==> src/rtl/core/bdq_pkg.sv <==
// ----------------------------------------------------------------------------
// bdq_pkg
// Shared types, constants and helpers of the block delta quantizing encoder.
// ----------------------------------------------------------------------------
package bdq_pkg;

  // Block buffer depth and the widths that follow from it.
  localparam int MAX_BLOCK = 32;
  localparam int DATA_W    = 32;
  localparam int COUNT_W   = 6;
  localparam int ADDR_W    = (MAX_BLOCK > 1) ? $clog2(MAX_BLOCK) : 1;

  localparam logic [COUNT_W-1:0] MAX_BLOCK_COUNT = COUNT_W'(MAX_BLOCK);

  // Configuration register indexes.
  localparam int CFG_INDEX_W = 1;
  localparam logic [CFG_INDEX_W-1:0] CFG_INVERSE_BOUND = 1'b0;
  localparam logic [CFG_INDEX_W-1:0] CFG_BLOCK_LENGTH  = 1'b1;

  // Configuration reset values.
  localparam logic [DATA_W-1:0]  INVERSE_BOUND_RESET = 32'h0001_0000;
  localparam logic [COUNT_W-1:0] BLOCK_LENGTH_RESET  = 6'd32;

  // Saturation limits of the quantized value.
  localparam logic [DATA_W-1:0] POS_LIMIT = 32'h7FFF_FFFF;
  localparam logic [DATA_W-1:0] NEG_LIMIT = 32'h8000_0000;

  // Result kinds.
  typedef enum logic [1:0] {
    KIND_RAW     = 2'd0,
    KIND_HEADER  = 2'd1,
    KIND_ELEMENT = 2'd2
  } kind_t;

  // One stored delta in sign and magnitude form.
  typedef struct packed {
    logic              negative;
    logic [DATA_W-1:0] magnitude;
  } bdq_entry_t;

  // Write request into the block buffer.
  typedef struct packed {
    logic              en;
    logic [ADDR_W-1:0] addr;
    bdq_entry_t        data;
  } bdq_wr_t;

  // Number of bits needed to hold a value: position of the top set bit plus one.
  function automatic logic [COUNT_W-1:0] bit_length(input logic [DATA_W-1:0] v);
    logic [COUNT_W-1:0] n;
    n = '0;
    for (int i = 0; i < DATA_W; i++) begin
      if (v[i]) begin
        n = COUNT_W'(i + 1);
      end
    end
    return n;
  endfunction

endpackage

==> src/rtl/core/bdq_quant.sv <==
// ----------------------------------------------------------------------------
// bdq_quant
// Two-stage quantizer: magnitude times inverse bound, then truncate and
// saturate to a signed 32-bit integer.
// ----------------------------------------------------------------------------
module bdq_quant import bdq_pkg::*; (
  input  logic              clk,
  input  logic              rst,
  input  logic              start,
  input  logic [DATA_W-1:0] sample,
  input  logic [DATA_W-1:0] inverse_bound,
  output logic              q_valid,
  output logic [DATA_W-1:0] q
);

  logic                prod_valid;
  logic                prod_neg;
  logic [2*DATA_W-1:0] prod;
  logic [DATA_W-1:0]   sample_mag;
  logic [DATA_W-1:0]   whole;
  logic [DATA_W-1:0]   q_next;

  // The most negative sample negates onto itself, which is its true magnitude.
  assign sample_mag = sample[DATA_W-1] ? (DATA_W'(0) - sample) : sample;

  // Integer part of the Q32.32 product, clamped to the signed range.
  assign whole = prod[2*DATA_W-1:DATA_W];

  always_comb begin
    if (prod_neg) begin
      q_next = DATA_W'(0) - ((whole > NEG_LIMIT) ? NEG_LIMIT : whole);
    end else begin
      q_next = (whole > POS_LIMIT) ? POS_LIMIT : whole;
    end
  end

  // Stage control.
  always_ff @(posedge clk) begin
    if (rst) begin
      prod_valid <= 1'b0;
      q_valid    <= 1'b0;
    end else begin
      prod_valid <= start;
      q_valid    <= prod_valid;
    end
  end

  // Stage data.
  always_ff @(posedge clk) begin
    if (start) begin
      prod     <= (2*DATA_W)'(sample_mag) * (2*DATA_W)'(inverse_bound);
      prod_neg <= sample[DATA_W-1];
    end
    if (prod_valid) begin
      q <= q_next;
    end
  end

endmodule

==> src/rtl/core/bdq_store.sv <==
// ----------------------------------------------------------------------------
// bdq_store
// Block buffer of sign and magnitude deltas: one write port and one read
// port with registered read data.
// ----------------------------------------------------------------------------
module bdq_store import bdq_pkg::*; (
  input  logic              clk,
  input  bdq_wr_t           wr,
  input  logic [ADDR_W-1:0] rd_addr,
  output bdq_entry_t        rd_data
);

  bdq_entry_t mem [MAX_BLOCK];

  // Write and registered read.
  always_ff @(posedge clk) begin
    if (wr.en) begin
      mem[wr.addr] <= wr.data;
    end
    rd_data <= mem[rd_addr];
  end

endmodule

==> src/rtl/core/block_delta_quant_encoder.sv <==
// ----------------------------------------------------------------------------
// block_delta_quant_encoder
// Error-bounded delta quantizer with fixed-length block coding.
// ----------------------------------------------------------------------------
// Each sample is quantized in the multiply and saturate pipeline and then
// encoded; the block takes no new sample until it is through with the last
// one. The first sample of a stream adds a raw result. A sample that closes
// a block adds a header and, unless all of its deltas are zero, one element
// per stored delta, read back in order from the block buffer. Each result
// waits in the output register while results are stalled.
// No clearing pass follows reset; the block takes samples right away.
// ----------------------------------------------------------------------------
module block_delta_quant_encoder import bdq_pkg::*; (
  input  logic                   clk,
  input  logic                   rst,
  input  logic                   cfg_we,
  input  logic [CFG_INDEX_W-1:0] cfg_index,
  input  logic [DATA_W-1:0]      cfg_data,
  input  logic                   sample_valid,
  output logic                   sample_stall,
  input  logic [DATA_W-1:0]      sample,
  input  logic                   stream_end,
  output logic                   result_valid,
  input  logic                   result_stall,
  output logic [1:0]             kind,
  output logic [DATA_W-1:0]      raw_value,
  output logic [COUNT_W-1:0]     width_bits,
  output logic                   negative,
  output logic [DATA_W-1:0]      magnitude,
  output logic                   run_end
);

  typedef enum logic [5:0] {
    ST_IDLE   = 6'b000001,
    ST_QUANT  = 6'b000010,
    ST_ENCODE = 6'b000100,
    ST_RAW    = 6'b001000,
    ST_HEADER = 6'b010000,
    ST_ELEM   = 6'b100000
  } state_t;

  state_t             state, state_next;
  logic [DATA_W-1:0]  inverse_bound;
  logic [COUNT_W-1:0] block_length;
  logic               end_flag;
  logic [DATA_W-1:0]  previous_quant, previous_quant_next;
  logic               stream_started, stream_started_next;
  logic [COUNT_W-1:0] fill_count, fill_count_next;
  logic [DATA_W-1:0]  block_bits, block_bits_next;
  logic [ADDR_W-1:0]  idx, idx_next;

  logic               start;
  logic               q_valid;
  logic [DATA_W-1:0]  q;
  logic [COUNT_W-1:0] limit;
  logic [DATA_W-1:0]  diff_fwd, diff_rev, delta_mag;
  logic               delta_neg;
  logic [COUNT_W-1:0] fill_inc;
  logic               flush;
  logic [COUNT_W-1:0] hdr_width;
  logic               elem_last;
  logic               out_free;
  bdq_wr_t            wr;
  bdq_entry_t         rd_data;

  logic               out_load;
  kind_t              ld_kind, kind_r;
  logic [DATA_W-1:0]  ld_raw;
  logic [COUNT_W-1:0] ld_width;
  logic               ld_neg;
  logic [DATA_W-1:0]  ld_mag;
  logic               ld_run_end;

  // Input handshake: one sample in flight at a time.
  assign sample_stall = (state != ST_IDLE);
  assign start        = sample_valid && (state == ST_IDLE);

  bdq_quant u_quant (
    .clk           (clk),
    .rst           (rst),
    .start         (start),
    .sample        (sample),
    .inverse_bound (inverse_bound),
    .q_valid       (q_valid),
    .q             (q)
  );

  // Effective block length, clamped to one through the buffer depth.
  always_comb begin
    if (block_length == '0) begin
      limit = COUNT_W'(1);
    end else if (block_length > MAX_BLOCK_COUNT) begin
      limit = MAX_BLOCK_COUNT;
    end else begin
      limit = block_length;
    end
  end

  // Delta in sign and magnitude form; both subtractions run side by side.
  assign diff_fwd  = q - previous_quant;
  assign diff_rev  = previous_quant - q;
  assign delta_neg = diff_fwd[DATA_W-1];
  assign delta_mag = delta_neg ? diff_rev : diff_fwd;
  assign fill_inc  = fill_count + COUNT_W'(1);
  assign flush     = (fill_inc >= limit) || end_flag;

  // The OR of all magnitudes has the same top bit as their maximum.
  assign hdr_width = bit_length(block_bits);
  assign elem_last = ((COUNT_W'(idx) + COUNT_W'(1)) == fill_count);
  assign out_free  = !result_valid || !result_stall;

  // Buffer write during encode.
  assign wr.en             = (state == ST_ENCODE) && stream_started;
  assign wr.addr           = fill_count[ADDR_W-1:0];
  assign wr.data.negative  = delta_neg;
  assign wr.data.magnitude = delta_mag;

  // The read address follows the next index, so read data matches idx.
  bdq_store u_store (
    .clk     (clk),
    .wr      (wr),
    .rd_addr (idx_next),
    .rd_data (rd_data)
  );

  // Sequencer.
  always_comb begin
    state_next          = state;
    previous_quant_next = previous_quant;
    stream_started_next = stream_started;
    fill_count_next     = fill_count;
    block_bits_next     = block_bits;
    idx_next            = idx;
    out_load            = 1'b0;
    ld_kind             = KIND_RAW;
    ld_raw              = '0;
    ld_width            = '0;
    ld_neg              = 1'b0;
    ld_mag              = '0;
    ld_run_end          = 1'b0;
    unique case (state)
      ST_IDLE: begin
        if (start) begin
          state_next = ST_QUANT;
        end
      end
      ST_QUANT: begin
        if (q_valid) begin
          state_next = ST_ENCODE;
        end
      end
      ST_ENCODE: begin
        if (!stream_started) begin
          state_next = ST_RAW;
        end else begin
          previous_quant_next = q;
          fill_count_next     = fill_inc;
          block_bits_next     = block_bits | delta_mag;
          state_next          = flush ? ST_HEADER : ST_IDLE;
        end
      end
      ST_RAW: begin
        if (out_free) begin
          out_load            = 1'b1;
          ld_kind             = KIND_RAW;
          ld_raw              = q;
          ld_run_end          = 1'b1;
          previous_quant_next = q;
          stream_started_next = !end_flag;
          fill_count_next     = '0;
          block_bits_next     = '0;
          state_next          = ST_IDLE;
        end
      end
      ST_HEADER: begin
        idx_next = '0;
        if (out_free) begin
          out_load = 1'b1;
          ld_kind  = KIND_HEADER;
          ld_width = hdr_width;
          if (hdr_width == '0) begin
            ld_run_end      = 1'b1;
            fill_count_next = '0;
            block_bits_next = '0;
            if (end_flag) begin
              stream_started_next = 1'b0;
            end
            state_next = ST_IDLE;
          end else begin
            state_next = ST_ELEM;
          end
        end
      end
      ST_ELEM: begin
        if (out_free) begin
          out_load = 1'b1;
          ld_kind  = KIND_ELEMENT;
          ld_neg   = rd_data.negative;
          ld_mag   = rd_data.magnitude;
          if (elem_last) begin
            ld_run_end      = 1'b1;
            fill_count_next = '0;
            block_bits_next = '0;
            if (end_flag) begin
              stream_started_next = 1'b0;
            end
            state_next = ST_IDLE;
          end else begin
            idx_next = idx + ADDR_W'(1);
          end
        end
      end
      default: begin
        state_next = ST_IDLE;
      end
    endcase
  end

  // Control state and configuration registers.
  always_ff @(posedge clk) begin
    if (rst) begin
      state          <= ST_IDLE;
      inverse_bound  <= INVERSE_BOUND_RESET;
      block_length   <= BLOCK_LENGTH_RESET;
      previous_quant <= '0;
      stream_started <= 1'b0;
      fill_count     <= '0;
      block_bits     <= '0;
      idx            <= '0;
    end else begin
      state          <= state_next;
      previous_quant <= previous_quant_next;
      stream_started <= stream_started_next;
      fill_count     <= fill_count_next;
      block_bits     <= block_bits_next;
      idx            <= idx_next;
      if (cfg_we) begin
        if (cfg_index == CFG_INVERSE_BOUND) begin
          inverse_bound <= cfg_data;
        end else if (cfg_index == CFG_BLOCK_LENGTH) begin
          block_length <= cfg_data[COUNT_W-1:0];
        end
      end
    end
  end

  // End-of-stream flag of the sample in flight.
  always_ff @(posedge clk) begin
    if (start) begin
      end_flag <= stream_end;
    end
  end

  // Output register: holds a result until the transaction completes.
  always_ff @(posedge clk) begin
    if (rst) begin
      result_valid <= 1'b0;
    end else if (out_load) begin
      result_valid <= 1'b1;
    end else if (!result_stall) begin
      result_valid <= 1'b0;
    end
  end

  always_ff @(posedge clk) begin
    if (out_load) begin
      kind_r     <= ld_kind;
      raw_value  <= ld_raw;
      width_bits <= ld_width;
      negative   <= ld_neg;
      magnitude  <= ld_mag;
      run_end    <= ld_run_end;
    end
  end

  assign kind = kind_r;

endmodule

==> config.mk <==
export PLATFORM = sky130hd
export DESIGN_NAME = block_delta_quant_encoder
export DESIGN_NICKNAME = d
export VERILOG_FILES = /design/src/rtl/core/bdq_pkg.sv /design/src/rtl/core/bdq_quant.sv /design/src/rtl/core/bdq_store.sv /design/src/rtl/core/block_delta_quant_encoder.sv
export SDC_FILE = /design/constraint.sdc
export NUM_CORES = 2
export LEC_CHECK = 0
export ABC_AREA = 1
export BUFFER_PORTS_ARGS = -buffer_cell sky130_fd_sc_hd__buf_2
export CORE_MARGIN = 2
export CORE_UTILIZATION = 60
export DETAILED_ROUTE_END_ITERATION = 8
export PLACE_DENSITY = 0.76
export SLEW_MARGIN = 20
export SYNTH_ARGS = -nofsm -noshare
export SYNTH_HDL_FRONTEND = slang
export SYNTH_SLANG_ARGS = --single-unit
==> constraint.sdc <==
create_clock -name clk -period 17.1 [get_ports clk]
set_input_delay 2.565 -clock clk [delete_from_list [all_inputs] [get_ports clk]]
set_output_delay 2.565 -clock clk [all_outputs]
set_load 0.02 [all_outputs]
# After elaboration in Yosys (flattened, before gate mapping)
# Memory sizes are Yosys's and may differ from the RTL's. A register that Yosys moved wholly into a read port is not among the register bits.
# Cells that the tools add are included.
[word_totals]
register_bits = 295
ramBits = 1056
inputBits = 71
out_inout_bits = 76
word_cells = 165
n_memories = 1
[classes]
n_addsub = 7
multipliers = 1
magnitude_cmp = 4
eq_ne = 17
mux = 90
bitwise_logic = 2
n_reduce_logical = 22
[mem_list]
columns = ["name", "words", "word_bits", "read_ports", "rd_ports_with_merged_regs", "wr", "line", "rtl"]
rows = [
  ["u_store.mem", 32, 33, 1, 1, 1, "bdq_store.sv:13", "bdq_entry_t mem [MAX_BLOCK];"],
]
[ops]
columns = ["operator", "count"]
rows = [
  ["2-to-1 mux 32 bit", 13],
  ["2-to-1 mux 6 bit", 46],
  ["case mux 32 bit (4 select lines)", 1],
  ["multiplier 32 x 32 -> 64 bit", 1],
  ["case mux 32 bit (2 select lines)", 1],
  ["subtractor 1 x 32 -> 32 bit, first input constant", 2],
  ["subtractor 32 bit", 2],
  ["case mux 6 bit (6 select lines)", 1],
  ["greater-than comparator 32 x 31 -> 1 bit, second input constant", 1],
  ["greater-than comparator 32 bit, second input constant", 1],
  ["bitwise OR 32 bit", 1],
  ["case mux 6 bit (4 select lines)", 1],
  ["2-to-1 mux 5 bit", 4],
  ["2-to-1 mux 1 bit", 18],
  ["zero test 6 bit", 2],
  ["!= test 2 bit, second input constant", 6],
  ["AND reduction 6 bit", 2],
  ["case mux 5 bit (2 select lines)", 1],
  ["AND reduction 2 bit", 5],
  ["AND reduction 7 bit", 1],
  ["adder 5 x 1 -> 6 bit, second input constant", 1],
  ["adder 6 x 1 -> 6 bit, second input constant", 1],
  ["equality test 6 x 1 -> 1 bit, second input constant", 1],
  ["equality test 6 x 2 -> 1 bit, second input constant", 1],
  ["22 further kinds", 29],
]

# Longest topological paths before layout
[depth]
depth_word = 36
mapped_depth = 50
mapped_depth_nobuf = 49

# Modules after synthesis
# Synthesis repeated with hierarchy kept, for this count alone.
[unflattened]
hier_cells = 10011
hier_area_um2 = 93206.9
[by_module_without_submodules]
columns = ["module", "instances", "cells_per_inst", "area_each_um2", "seq_area_each_um2"]
rows = [
  ["bdq_store", 1, 3645, 43680.6, 32371.0],
  ["bdq_quant", 1, 4687, 37538.5, 1991.9],
  ["block_delta_quant_encoder", 1, 1679, 11987.7, 4674.5],
]

# Least setup slack after synthesis
# Ideal clock, no wire load.
[synth_timing]
path_type = "input -> register"
from = "input port sample[2]"
to = "register u_quant.prod[60], data pin"
setup_ps = 266
arrival_ps = 10543
required_time_ps = 16834
slack_ps = 6291
stages = 48
n_path_buf = 1
path_cell_list = "nor3_2 inv_2 nor3_2 inv_2 nor3_2 nand2_1 nor3_2 inv_2 nor3_2 nand3_1 inv_1 nand4_2 nor3_2 nor2_1 a21oi_1 or2_2 nand2_2 inv_2 [... 12 more ...] fa_1 inv_1 ha_1 a21oi_1 inv_1 a31oi_1 inv_1 a21oi_1 o21ai_0 a21oi_1 o31ai_1 nand2_1 nand2_1 nand2_1 nand2_1 nand3_1 o2111ai_1 xor2_1"
[synth_via]
elab_chain_cells = 3
[synth_rtl]
columns = ["item", "line", "rtl"]
rows = [
  ["start, declared", "block_delta_quant_encoder.sv:21", "input logic [DATA_W-1:0] sample,"],
  ["subtractor 1 x 32 -> 32 bit", "bdq_quant.sv:24", "assign sample_mag = sample[DATA_W-1] ? (DATA_W'(0) - sample) : sample;"],
  ["2-to-1 mux 32 bit (*)", "bdq_quant.sv:24", ""],
  ["multiplier 32 x 32 -> 64 bit (*)", "bdq_quant.sv:51", "prod <= (2*DATA_W)'(sample_mag) * (2*DATA_W)'(inverse_bound);"],
  ["end signal, assigned", "bdq_quant.sv:51", ""],
  ["end, declared", "bdq_quant.sv:18", "logic [2*DATA_W-1:0] prod;"],
]
# Mark *: on every way between the ends. The rest lies on a longest branch, timed or not.
# A chain may end at the register's enable or synchronous reset.

# Final worst setup path
[layout_timing]
from = "input port sample[0]"
to = "register u_quant.prod[57], data pin"
# Same word-level chain as after synthesis.

==> metrics.md <==
| Metric | Value |
|---|---|
| Nets@finish | `about 10k` |
| Post-DP Area | `91980 µm²` |
| Die Footprint | `roughly 150000 µm²` |
| Power Density | `about 190 nW/µm²` |
| # fillers | `11.26k` |
| Detail Route Antenna Nets | `0` |
| Vias | `approximately 67k` |
| Max Cap Violations | `0` |
| Die height | `389.6 µm` |
| Max Buffers Root-to-Sink | `3` |
| Seq/Total Area, Yosys | `0.4375` |
| Max-slew violation count | `0` |
| Routability cong. | `~1.0` |
| Core area | `between 100000 and 150000 µm²` |
| CTS sink cnt | `1352` |
| Layout area overhead | `8.402%` |
| WP data arrival | `approximately 13000 ps` |
| Synth Register Bits | `between 1k and 1.5k` |
| Layout cells sized above 1 | `0.07206` |
| Fmax | `just under 0.08 GHz` |
| Main synth FF type | `edfxtp_1` |
| Top cell type's share of synthesized area | `0.4025` |
| CTS resizes | `0` |
| Largest net degree at the start of global routing | `about 300` |
| 1st-iter DRT viols | `roughly 8k` |
| Detailed-route wire length | `268400 µm` |
| CTS tree | `yes` |
| Syn Nets | `10.17k` |
| Leak | `around 40 nW` |
| Io pins | `147` |
| Critical Path Start | `sample[0]` |
| Std cell rows | `between 100 and 150` |
| DR vias/cell | `between 6 and 7` |
| Critical Path Most Common Cell | `fa_1` |
| Starting density of the core | `0.6043` |
| Yosys warns | `0` |
| Largest stage delay, worst path | `750 ps` |
| Tmin final | `12570 ps` |
| Max VDD drop | `between 0.2 and 0.3 mV` |
| Setup TNS | `0 ps` |
| WP data required | `between 15000 and 20000 ps` |
| Top post-synthesis cells by area | `edfxtp_1 40%, fa_1 20%, nor2_1 6.8%, inv_1 5.5%, ha_1 4.7%` |
| Post-synth ARST share | `0` |
| Cts hold-fix bufs | `0` |
| Wirelength per Cell | `approximately 25 µm` |
| Slowest cell on crit path | `nor4_2` |
| Avg Inst Size Synth | `just over 10 µm²` |
| Crit Path Class | `in -> reg` |
| Port-buffer cells | `roughly 150` |
| Slew HR | `0.1986` |
| TritonRoute pass-1 iters | `6` |
| Setup Buffers After CTS | `0` |
| Final hold violation count | `0` |
| Die W | `between 300 and 400 µm` |
| Final instance area | `96730 µm²` |
| Final setup vio count | `0` |
| First-pass GRT wire length | `roughly 400000 µm` |
| Skew final | `a little over 60 ps` |
| HP Class | `reg -> reg` |
| Synthesized instance count | `8870` |
| EDFF count, synth | `roughly 1.2k` |
| Hold_sp | `previous_quant[0]` |
| Crit start category | `primary input` |
| Post-Syn Area | `about 90000 µm²` |
| All-layer global routing usage | `0.3554` |
| Root Driver | `clkbuf_16` |
| Yosys top cell by area | `edfxtp_1` |
| Measured slew at the worst slew-check pin | `between 1000 and 1500 ps` |
| Outcome | `finished, final reports clean` |
| Distinct cells, synth | `65` |
| TritonCTS Buffers | `139` |
| RSZ-0062 raised after global routing | `false` |
| RR Startpoint | `inverse_bound[11]` |
| Vias in the first global route | `a little under 70k` |
| Clock latency on the worst-skew pair | `810 ps` |
| Critical path endpoint category | `register` |
| CTS H-tree lvls | `4` |
| Initial antenna violation count | `9` |
| Worst Path Max Fanout | `32` |
| Residual DRC | `0` |
| GRT overflow | `0` |
| Clock slew at reported path FFs | `60 ps` |
| Period utilization | `0.7350` |
| DP HPWL | `between 150000 and 200000 µm` |
## metal layers
layer,wire length (µm),GRT usage,vias up,part of all wire
li1,-,-,28870,-
met1,93130,0.4350,32870,0.35
met2,124200,0.5679,4073,0.46
met3,29050,0.07473,1076,0.11
met4,22050,0.2474,2,0.082
met5,13,0,-,0.000048
## cell families after synthesis
kind of cell | synth area share
AO/OA/AOI/OAI | 0.1027
XOR/XNOR | 0.01050
adder cells (fa/ha/maj) | 0.2482
buffers and inverters | 0.07996
flip-flops | 0.4375
multiplexers | 0.001010
AND/OR/NAND/NOR | 0.1202
## cell usage after synthesis (all sizes together) (34+ instances only)
library cell / instances
nor2: 1615
inv: 1325
edfxtp: 1196
nand2: 934
fa: 897
o21ai: 870
ha: 335
clkbuf: 298
o22ai: 265
a21oi: 240
buf: 165
dfxtp: 156
xor2: 73
nand3: 64
a31oi: 61
o211ai: 45
nand4: 42
o21bai: 37
o221ai: 37
xnor2: 34
## cell type report
cell class | count | area, µm² | area share
clock inverters | 74 | 972.2 | 0.01005
repair buffers | 301 | 1932 | 0.01997
flip-flops and latches | 1352 | 39040 | 0.4036
inverters | 1347 | 5081 | 0.05253
diodes | 5 | 12.51 | 0.0001294
well taps | 1930 | 2415 | 0.02497
multi-input cells | 5708 | 43540 | 0.4501
clock buffers | 183 | 3735 | 0.03861
## power breakdown
group	switching, mW	total (mW)	internal, mW
clock network	1.35	3.10	1.76
logic	6.96	10.3	3.38
registers	0.114	4.77	4.66
total	8.43	18.2	9.79
## flip-flops by register name, summed over array words and instances, names as in the netlist, 2 cells and up
name             count
inverse_bound       32
u_quant.q           32
u_store.rd_data     33
magnitude           32
raw_value           32
idx                  5
previous_quant      32
state                6
u_quant.prod        32
width_bits           6
u_store.mem       1056
block_length         6
kind                 2
block_bits          32
fill_count           6
## per-stage QoR
stage | power (mW) | setup WS [ps] | std cells | hold WS [ps] | util
after global routing | 19.39 | 4233 | 10900 | 506.1 | 0.6550
after global placement | 14.80 | 3615 | 10640 | 445.2 | 0.6229
after detailed placement | 14.94 | 3979 | 10640 | 471.9 | 0.6229
final | 18.22 | 4532 | 10900 | 484.5 | 0.6551
after CTS | 18.09 | 4816 | 10890 | 484.7 | 0.6548
after floorplan | 11.56 | 6291 | 8870 | 435.7 | -
## worst max-delay path, delay by kind of cell
kind	cells	cell delay, ps
xor+xnor	1	160
simple gates	18	4040
buf+inv	11	1600
fa+ha+maj	9	4540
compound gates	1	140
## worst paths after layout
check | end | slack (ps) | depth (start not counted)
max | u_quant.prod[57] | 4530 | 40
min | previous_quant[0] | 480 | 2
max reg2reg | u_quant.prod[57] | 7840 | 24
min reg2reg | previous_quant[0] | 480 | 2
## layout by cell type, fill, tap and decap left out, types with 9 or more instances in the layout
master / instances
nand4_1: 41
o22ai_1: 265
xnor2_2: 9
ha_1: 335
nand2_1: 926
o21bai_1: 37
xnor2_1: 25
fa_1: 897
nand3_1: 61
clkbuf_1: 36
nor2_1: 1572
o21ai_1: 209
o21a_1: 20
inv_1: 1304
bufinv_16: 12
a211oi_1: 9
xor2_2: 14
nor4_1: 20
dfxtp_1: 155
clkbuf_16: 140
inv_2: 18
xor2_1: 59
edfxtp_1: 1196
buf_4: 152
a31oi_1: 61
nor2_4: 36
nor3_1: 21
o211ai_1: 45
or2_2: 19
o221ai_1: 37
clkinv_2: 18
buf_2: 146
o21ai_0: 656
clkinv_1: 38
a21oi_1: 238
No activity file was read; power rests on OpenSTA's default activity.
